`config.mk`:
```
export PLATFORM = sky130hd
export DESIGN_NAME = odpam_ctrl
export DESIGN_NICKNAME = d
export VERILOG_FILES = /design/src/design/odpam_pkg.sv /design/src/design/odpam_ctrl.sv
export SDC_FILE = /design/constraint.sdc
export NUM_CORES = 1
export LEC_CHECK = 0
export ABC_CLOCK_PERIOD_IN_PS = 5900
export BUFFER_PORTS_ARGS = -buffer_cell sky130_fd_sc_hd__buf_2
export CELL_PAD_IN_SITES_DETAIL_PLACEMENT = 0
export CELL_PAD_IN_SITES_GLOBAL_PLACEMENT = 2
export CORE_UTILIZATION = 34
export DETAILED_ROUTE_END_ITERATION = 16
export PLACE_DENSITY_LB_ADDON = 0.25
export SLEW_MARGIN = 20
export SYNTH_ARGS = -nofsm -noshare
export SYNTH_HDL_FRONTEND = slang
export SYNTH_SLANG_ARGS = --single-unit
```
`constraint.sdc`:
```
create_clock -name clock -period 5.9 [get_ports clock]
set_input_delay 0.59 -clock clock [delete_from_list [all_inputs] [get_ports clock]]
set_output_delay 0.59 -clock clock [all_outputs]
set_load 0.02 [all_outputs]
```
`src/design/odpam_pkg.sv`:
```
`timescale 1ns / 1ps
// ----------------------------------------------------------------------------
// odpam_pkg
// Shared types, constants and saturating fixed-point helpers of the odd
// polynomial angle map.
// ----------------------------------------------------------------------------
package odpam_pkg;

   localparam int MAX_ROUNDS = 64;
   localparam int ANGLE_BITS = 32;
   localparam int FRAC       = 28;
   localparam int DIV_STEPS  = 64 + FRAC;
   localparam int ROUND_BITS = $clog2(MAX_ROUNDS);
   localparam int DIV_BITS   = $clog2(DIV_STEPS);
   localparam int OUT_BITS   = (ANGLE_BITS < 32) ? ANGLE_BITS : 32;

   typedef logic signed [63:0] s64_type;

   localparam s64_type S64_MAX = {1'b0, {63{1'b1}}};
   localparam s64_type S64_MIN = {1'b1, {63{1'b0}}};
   localparam s64_type OUT_MAX = s64_type'((64'd1 << (OUT_BITS - 1)) - 64'd1);
   localparam s64_type OUT_MIN = -OUT_MAX - s64_type'(1);

   localparam logic [2:0] CSR_MODE      = 3'd0;
   localparam logic [2:0] CSR_COEF_A0   = 3'd1;
   localparam logic [2:0] CSR_COEF_A4   = 3'd5;
   localparam logic [2:0] CSR_MAX_ANGLE = 3'd6;

   localparam logic [1:0] MODE_FWD = 2'd1;
   localparam logic [1:0] MODE_INV = 2'd2;

   localparam logic [47:0] COEF_A0_RESET   = 48'd1 << 40;
   localparam logic [30:0] MAX_ANGLE_RESET = 31'd421657428;

   typedef enum logic [3:0] {
      OP_NOP, OP_LOAD, OP_T2, OP_HINIT, OP_HACC, OP_Y, OP_F,
      OP_TDIV, OP_ROUND, OP_NEWTON, OP_MID, OP_OUT
   } op_type;

   typedef enum logic [1:0] {MS_SQ, MS_HQ, MS_TQ} msel_type;
   typedef enum logic {DS_INIT, DS_NEWTON} dsel_type;

   typedef struct packed {
      logic [1:0]        mode;
      logic [4:0][47:0]  coef;
      logic [30:0]       max_angle;
   } cfg_type;

   typedef struct packed {
      op_type     op;
      logic [1:0] k;
      logic       use_cd;
      logic       mul_go;
      msel_type   mul_sel;
      logic       div_go;
      dsel_type   div_sel;
   } cmd_type;

   typedef struct packed {
      logic fwd;
      logic inv;
      logic oor;
      logic a0_pos;
      logic f_zero;
      logic d_pos;
      logic closed;
      logic mul_done;
      logic div_done;
   } status_type;

   function automatic logic [63:0] mag64(s64_type v);
      return v[63] ? (~v + 64'd1) : v;
   endfunction

   function automatic s64_type from_mag(logic neg, logic [63:0] m);
      if (neg) begin
         return m[63] ? S64_MIN : s64_type'(~m + 64'd1);
      end
      return m[63] ? S64_MAX : s64_type'(m);
   endfunction

   function automatic s64_type sadd(s64_type a, s64_type b);
      logic signed [64:0] s;
      s = {a[63], a} + {b[63], b};
      if (s[64] != s[63]) begin
         return s[64] ? S64_MIN : S64_MAX;
      end
      return s[63:0];
   endfunction

   function automatic s64_type sneg(s64_type a);
      return (a == S64_MIN) ? S64_MAX : -a;
   endfunction

   function automatic s64_type ssub(s64_type a, s64_type b);
      return sadd(a, sneg(b));
   endfunction

   function automatic s64_type q40_to_q28(s64_type c);
      return from_mag(c[63], (mag64(c) + 64'd2048) >> 12);
   endfunction

   function automatic logic [31:0] sat_out(s64_type v);
      if (v > OUT_MAX) begin
         return OUT_MAX[31:0];
      end
      if (v < OUT_MIN) begin
         return OUT_MIN[31:0];
      end
      return v[31:0];
   endfunction

endpackage

```
`src/design/odpam_ctrl.sv`:
```
`timescale 1ns / 1ps
// ----------------------------------------------------------------------------
// odpam_ctrl
// Sequencer of the angle map: Horner evaluation, range check, and the
// rounds of the safeguarded Newton solver.
// ----------------------------------------------------------------------------
module odpam_ctrl (
   input  logic                   clock,
   input  logic                   reset,
   input  logic                   start,
   input  odpam_pkg::status_type  st,
   output odpam_pkg::cmd_type     cmd,
   output logic                   busy,
   output logic                   rsp_valid
);

   typedef enum logic [10:0] {
      S_IDLE  = 11'b00000000001,
      S_LOAD  = 11'b00000000010,
      S_SQ    = 11'b00000000100,
      S_HQ    = 11'b00000001000,
      S_TQ    = 11'b00000010000,
      S_POST  = 11'b00000100000,
      S_DIV0  = 11'b00001000000,
      S_ROUND = 11'b00010000000,
      S_SLOPE = 11'b00100000000,
      S_NEXT  = 11'b01000000000,
      S_OUT   = 11'b10000000000
   } state_type;

   typedef enum logic [1:0] {PH_FWD, PH_CHECK, PH_LOOP_F, PH_LOOP_D} phase_type;

   state_type                        state_ff, state_in;
   phase_type                        phase_ff, phase_in;
   logic                             issued_ff, issued_in;
   logic                             valid_ff, valid_in;
   logic [1:0]                       k_ff, k_in;
   logic [odpam_pkg::ROUND_BITS-1:0] round_ff, round_in;

   always_comb begin
      state_in    = state_ff;
      phase_in    = phase_ff;
      issued_in   = issued_ff;
      valid_in    = 1'b0;
      k_in        = k_ff;
      round_in    = round_ff;
      cmd.op      = odpam_pkg::OP_NOP;
      cmd.k       = k_ff;
      cmd.use_cd  = (phase_ff == PH_LOOP_D);
      cmd.mul_go  = 1'b0;
      cmd.mul_sel = odpam_pkg::MS_SQ;
      cmd.div_go  = 1'b0;
      cmd.div_sel = odpam_pkg::DS_INIT;
      unique case (state_ff)
         S_IDLE: begin
            if (start) begin
               cmd.op   = odpam_pkg::OP_LOAD;
               state_in = S_LOAD;
            end
         end
         S_LOAD: begin
            if (st.fwd) begin
               phase_in = PH_FWD;
               state_in = S_SQ;
            end else if (st.inv) begin
               phase_in = PH_CHECK;
               state_in = S_SQ;
            end else begin
               state_in = S_OUT;
            end
         end
         S_SQ: begin
            cmd.mul_sel = odpam_pkg::MS_SQ;
            if (!issued_ff) begin
               cmd.mul_go = 1'b1;
               issued_in  = 1'b1;
            end else if (st.mul_done) begin
               cmd.op     = odpam_pkg::OP_T2;
               cmd.use_cd = 1'b0;
               issued_in  = 1'b0;
               k_in       = 2'd3;
               state_in   = S_HQ;
            end
         end
         S_HQ: begin
            cmd.mul_sel = odpam_pkg::MS_HQ;
            if (!issued_ff) begin
               cmd.mul_go = 1'b1;
               issued_in  = 1'b1;
            end else if (st.mul_done) begin
               cmd.op    = odpam_pkg::OP_HACC;
               issued_in = 1'b0;
               if (k_ff == 2'd0) begin
                  state_in = (phase_ff == PH_LOOP_D) ? S_SLOPE : S_TQ;
               end else begin
                  k_in = k_ff - 2'd1;
               end
            end
         end
         S_TQ: begin
            cmd.mul_sel = odpam_pkg::MS_TQ;
            if (!issued_ff) begin
               cmd.mul_go = 1'b1;
               issued_in  = 1'b1;
            end else if (st.mul_done) begin
               cmd.op    = (phase_ff == PH_LOOP_F) ? odpam_pkg::OP_F : odpam_pkg::OP_Y;
               issued_in = 1'b0;
               state_in  = S_POST;
            end
         end
         S_POST: begin
            case (phase_ff)
               PH_CHECK: begin
                  round_in = '0;
                  if (st.oor) begin
                     state_in = S_OUT;
                  end else if (st.a0_pos) begin
                     state_in = S_DIV0;
                  end else begin
                     state_in = S_ROUND;
                  end
               end
               PH_LOOP_F: begin
                  if (st.f_zero) begin
                     state_in = S_OUT;
                  end else begin
                     cmd.op     = odpam_pkg::OP_HINIT;
                     cmd.use_cd = 1'b1;
                     phase_in   = PH_LOOP_D;
                     k_in       = 2'd3;
                     state_in   = S_HQ;
                  end
               end
               default: begin
                  state_in = S_OUT;
               end
            endcase
         end
         S_DIV0: begin
            cmd.div_sel = odpam_pkg::DS_INIT;
            if (!issued_ff) begin
               cmd.div_go = 1'b1;
               issued_in  = 1'b1;
            end else if (st.div_done) begin
               cmd.op    = odpam_pkg::OP_TDIV;
               issued_in = 1'b0;
               state_in  = S_ROUND;
            end
         end
         S_ROUND: begin
            cmd.op   = odpam_pkg::OP_ROUND;
            phase_in = PH_LOOP_F;
            state_in = S_SQ;
         end
         S_SLOPE: begin
            cmd.div_sel = odpam_pkg::DS_NEWTON;
            if (!st.d_pos) begin
               cmd.op   = odpam_pkg::OP_MID;
               state_in = S_NEXT;
            end else if (!issued_ff) begin
               cmd.div_go = 1'b1;
               issued_in  = 1'b1;
            end else if (st.div_done) begin
               cmd.op    = odpam_pkg::OP_NEWTON;
               issued_in = 1'b0;
               state_in  = S_NEXT;
            end
         end
         S_NEXT: begin
            if (st.closed ||
                round_ff == odpam_pkg::ROUND_BITS'(odpam_pkg::MAX_ROUNDS - 1)) begin
               state_in = S_OUT;
            end else begin
               round_in = round_ff + 1'b1;
               state_in = S_ROUND;
            end
         end
         S_OUT: begin
            cmd.op   = odpam_pkg::OP_OUT;
            valid_in = 1'b1;
            state_in = S_IDLE;
         end
         default: begin
            state_in = S_IDLE;
         end
      endcase
   end

   always_ff @(posedge clock) begin
      if (reset) begin
         state_ff  <= S_IDLE;
         phase_ff  <= PH_FWD;
         issued_ff <= 1'b0;
         valid_ff  <= 1'b0;
         k_ff      <= '0;
         round_ff  <= '0;
      end else begin
         state_ff  <= state_in;
         phase_ff  <= phase_in;
         issued_ff <= issued_in;
         valid_ff  <= valid_in;
         k_ff      <= k_in;
         round_ff  <= round_in;
      end
   end

   assign busy      = (state_ff != S_IDLE);
   assign rsp_valid = valid_ff;

endmodule

```
==> run_results.csv <==
group,metric,value,unit
status,outcome,"finished, final reports clean",
critical_path,crit_cells,7,
sta,timing.final.crit_share,52.1,%
clock_network,cts_hold_buf,0,
clock_network,root_buffer,"clkbuf_8",
floorplanning,core,4090,sq um
critical_path,cp-end-kind,"output port",
cells_and_area,areaGrowthSynthToFinish,15.1,%
clock_network,clk_pin_slew,0.09,ns
power,power.share.combinational,23.5,%
critical_path,worst-setup-path-type,"reg2out",
sta,rsz0062_at_grt,"no",
grt,grt_max_degree,15,
cells_and_area,num_antenna_cells,0,
power,switchingPower,110,uW
critical_path,reg2regPathDepth,5,
sta,setup_violations,0,
cells_and_area,fin_nets,229,
routing,drt_iter0_markers,81,
grt,first_global_vias,1347,
critical_path,slowest_delay,0.58,ns
synthesis,netlist_area,1480,sq um
cells_and_area,finalNonFillerCells,261,
critical_path,arrival,2.49,ns
critical_path,required,5.31,ns
power,clkPwrFrac,29.1,%
grt,track_usage,19.6,%
synthesis,synth_ff_type,"dfxtp_1",
routing,drc,0,
critical_path,critPathTopFamily,"simple AND/OR/NAND/NOR gates",
sta,hold_violations,0,
floorplanning,dieHeight,68.0,um
grt,antenna_found_initial,0,
placement,placed_cells,257,
clock_network,cts_tree,"built",
synthesis,synthArstFlopShare,0,%
sta,max-slew-margin-rel,57.9,%
routing,wire_per_inst,15.6,um
power,seqPwrFrac,47.4,%
routing,drt-pass1-iter-count,4,
critical_path,cp_cell_sequence,"nor4_4 -> nand3_1 -> or3b_1 -> nand2_1 -> a41o_1 -> a211o_1 -> buf_2",
clock_network,cts_resized,0,
critical_path,cpMaxStageDelayCell,"nor4_4",
placement,port_buffers,25,
synthesis,syn_inst,185,
synthesis,synth_cell_type_count,44,
floorplanning,design.portCount,26,
critical_path,critPathBufInv,1,
sta,setup_tns,0,ns
power,powerDensity,206,nW/um^2
grt,grt_pass1_wl,6.67,mm
floorplanning,floorplan.rows,23,
placement,post-place-ws,3.11,ns
cells_and_area,drive_gt1_share,17.1,%
critical_path,worst-path-max-fanout,10,
power,leakagePower,0.743,nW
synthesis,synth_edf_count,0,
power,ir_drop,0.105,mV
clock_network,cts_buffer_depth,2,
min_path,hold_depth,2,
sta,fin_crit,3.08,ns
sta,setup_ws,2.82,ns
clock_network,cts_buffers,3,
sta,skew,0.00263,ns
grt,overflow,0,
floorplanning,initial_core_util,36.2,%
placement,gp_congestion,0.815,
floorplanning,die-area,4620,sq um
routing,wl,4.07,mm
sta,report.final.slew_viol_count,0,
routing,ant_nets,0,
synthesis,syn_nets,202,
routing,vias,1437,
clock_network,clock-sinks,23,
run,cap_violations,0,
synthesis,synth.ff_latch_count,23,
clock_network,cts_max_level,1,
synthesis,synth-warning-count,0,
clock_network,cts_setup_buffers,0,
min_path,hold_path.class,"reg2reg",
clock_network,clock_latency,0.27,ns
placement,dp_hpwl,3.27,mm
synthesis,synth_seq_area_share,31.1,%
power,netSwitchingFraction,31.2,%
sta,max_freq,0.325,GHz
critical_path,crit_path_start_kind,"register",
floorplanning,die_w,68.0,um
sta,worstMarginPinSlew,0.631,ns
synthesis,postSynthAreaPerCell,8.00,sq um
routing,drt-vias-per-instance,5.51,
power,p_int,241,uW
state kept, by name, indices dropped and copies added (netlist names):
signal	count
state_ff	11
round_ff	6
k_ff	2
phase_ff	2
issued_ff	1
rsp_valid	1
worst reg2reg max path: cells and delay by family (launching register included):
kind	cells	cell delay [ns]
flops	1	0.36
compound gates	2	0.52
simple gates	3	1.33
logic make-up after synthesis:
kind of cell | share of synthesized area (%)
AND/OR/NAND/NOR | 36.0
AO/OA/AOI/OAI | 18.9
flip-flops | 31.1
buffers and inverters | 4.65
adder cells (fa/ha/maj) | 4.23
XOR/XNOR | 2.37
multiplexers | 2.71
cell usage in the layout (no fill, tap or decap), types with 2 or more instances in the layout:
cell | netlist | final
nor3b_1 | 3 | 3
nand2b_1 | 4 | 4
inv_1 | 13 | 13
nor3_1 | 6 | 6
nand4_1 | 12 | 12
nand2_1 | 13 | 13
nand3_1 | 5 | 5
buf_2 | 1 | 25
a21oi_1 | 12 | 12
nor4b_1 | 2 | 2
dfxtp_1 | 23 | 23
a211oi_1 | 3 | 3
nor2_1 | 25 | 25
a31oi_1 | 3 | 3
xor2_1 | 4 | 4
o21ai_0 | 6 | 6
ha_1 | 5 | 5
nor2b_1 | 7 | 7
mux2i_1 | 4 | 4
and2_1 | 4 | 4
and3_1 | 2 | 2
nor4_4 | 2 | 2
a41o_1 | 3 | 3
clkbuf_8 | 0 | 3
area by class of cell:
type                    count  area, sq um
flip-flops and latches     23          460
multi-input cells         144          951
well taps                  50         62.6
fillers                   417         2380
repair buffers             26          133
clock buffers               4         45.0
inverters                  14         52.6
final timing paths:
check,from,endpoint,slack [ns]
hold / removal,round_ff[1],round_ff[1],0.48
hold reg to reg,round_ff[1],round_ff[1],0.48
setup / recovery,state_ff[0],cmd[9],2.82
setup reg to reg,state_ff[0],state_ff[0],3.58
power by group through the flow:
| stage | sequential (mW) | clock [mW] | combinational [mW] |
|---|---|---|---|
| 6_report | 0.166 | 0.102 | 0.0825 |
| 2_1_floorplan | 0.169 | 0 | 0.0595 |
| 3_3_place_gp | 0.169 | 0 | 0.0818 |
| 4_1_cts | 0.166 | 0.104 | 0.0826 |
| 5_1_grt | 0.167 | 0.112 | 0.0904 |
| 3_5_place_dp | 0.170 | 0 | 0.0824 |
metal layers:
layer  share of wire [%]  vias to the layer above  global-route usage [%]
li1                    -                      725                       -
met1                  50                      684                    28.3
met2                  45                       26                    29.8
met3                 4.0                        2                    3.33
met4                0.29                        0                    4.69
met5                   0                        -                       0
cells in the mapped netlist, types with 2 or more instances:
cell type | instances | area (sq um)
nand4_1 | 12 | 75.1
and2_1 | 4 | 25.0
o21ai_0 | 6 | 30.0
mux2i_1 | 4 | 40.0
nor2_1 | 25 | 93.8
nor2b_1 | 7 | 43.8
nand3_1 | 5 | 25.0
inv_1 | 13 | 48.8
xor2_1 | 4 | 35.0
a211oi_1 | 3 | 22.5
nor3_1 | 6 | 30.0
nand2b_1 | 4 | 25.0
a21oi_1 | 12 | 60.1
and3_1 | 2 | 12.5
nand2_1 | 13 | 48.8
nor4b_1 | 2 | 17.5
ha_1 | 5 | 62.6
nor3b_1 | 3 | 22.5
nor4_4 | 2 | 42.5
dfxtp_1 | 23 | 460
a31oi_1 | 3 | 18.8
a41o_1 | 3 | 30.0
clkbuf_1 | 3 | 11.3
metrics by stage:
stage	hold WS, ns	total power, mW	instance area [sq um]	util [%]
after global routing	0.508	0.369	1700	41.7
after floorplan	0.444	0.228	1480	-
after detailed placement	0.472	0.252	1660	40.6
after CTS	0.484	0.353	1700	41.7
after global placement	0.455	0.251	1660	40.6
final	0.479	0.351	1700	41.7
Power figures use the tool's default switching activity.
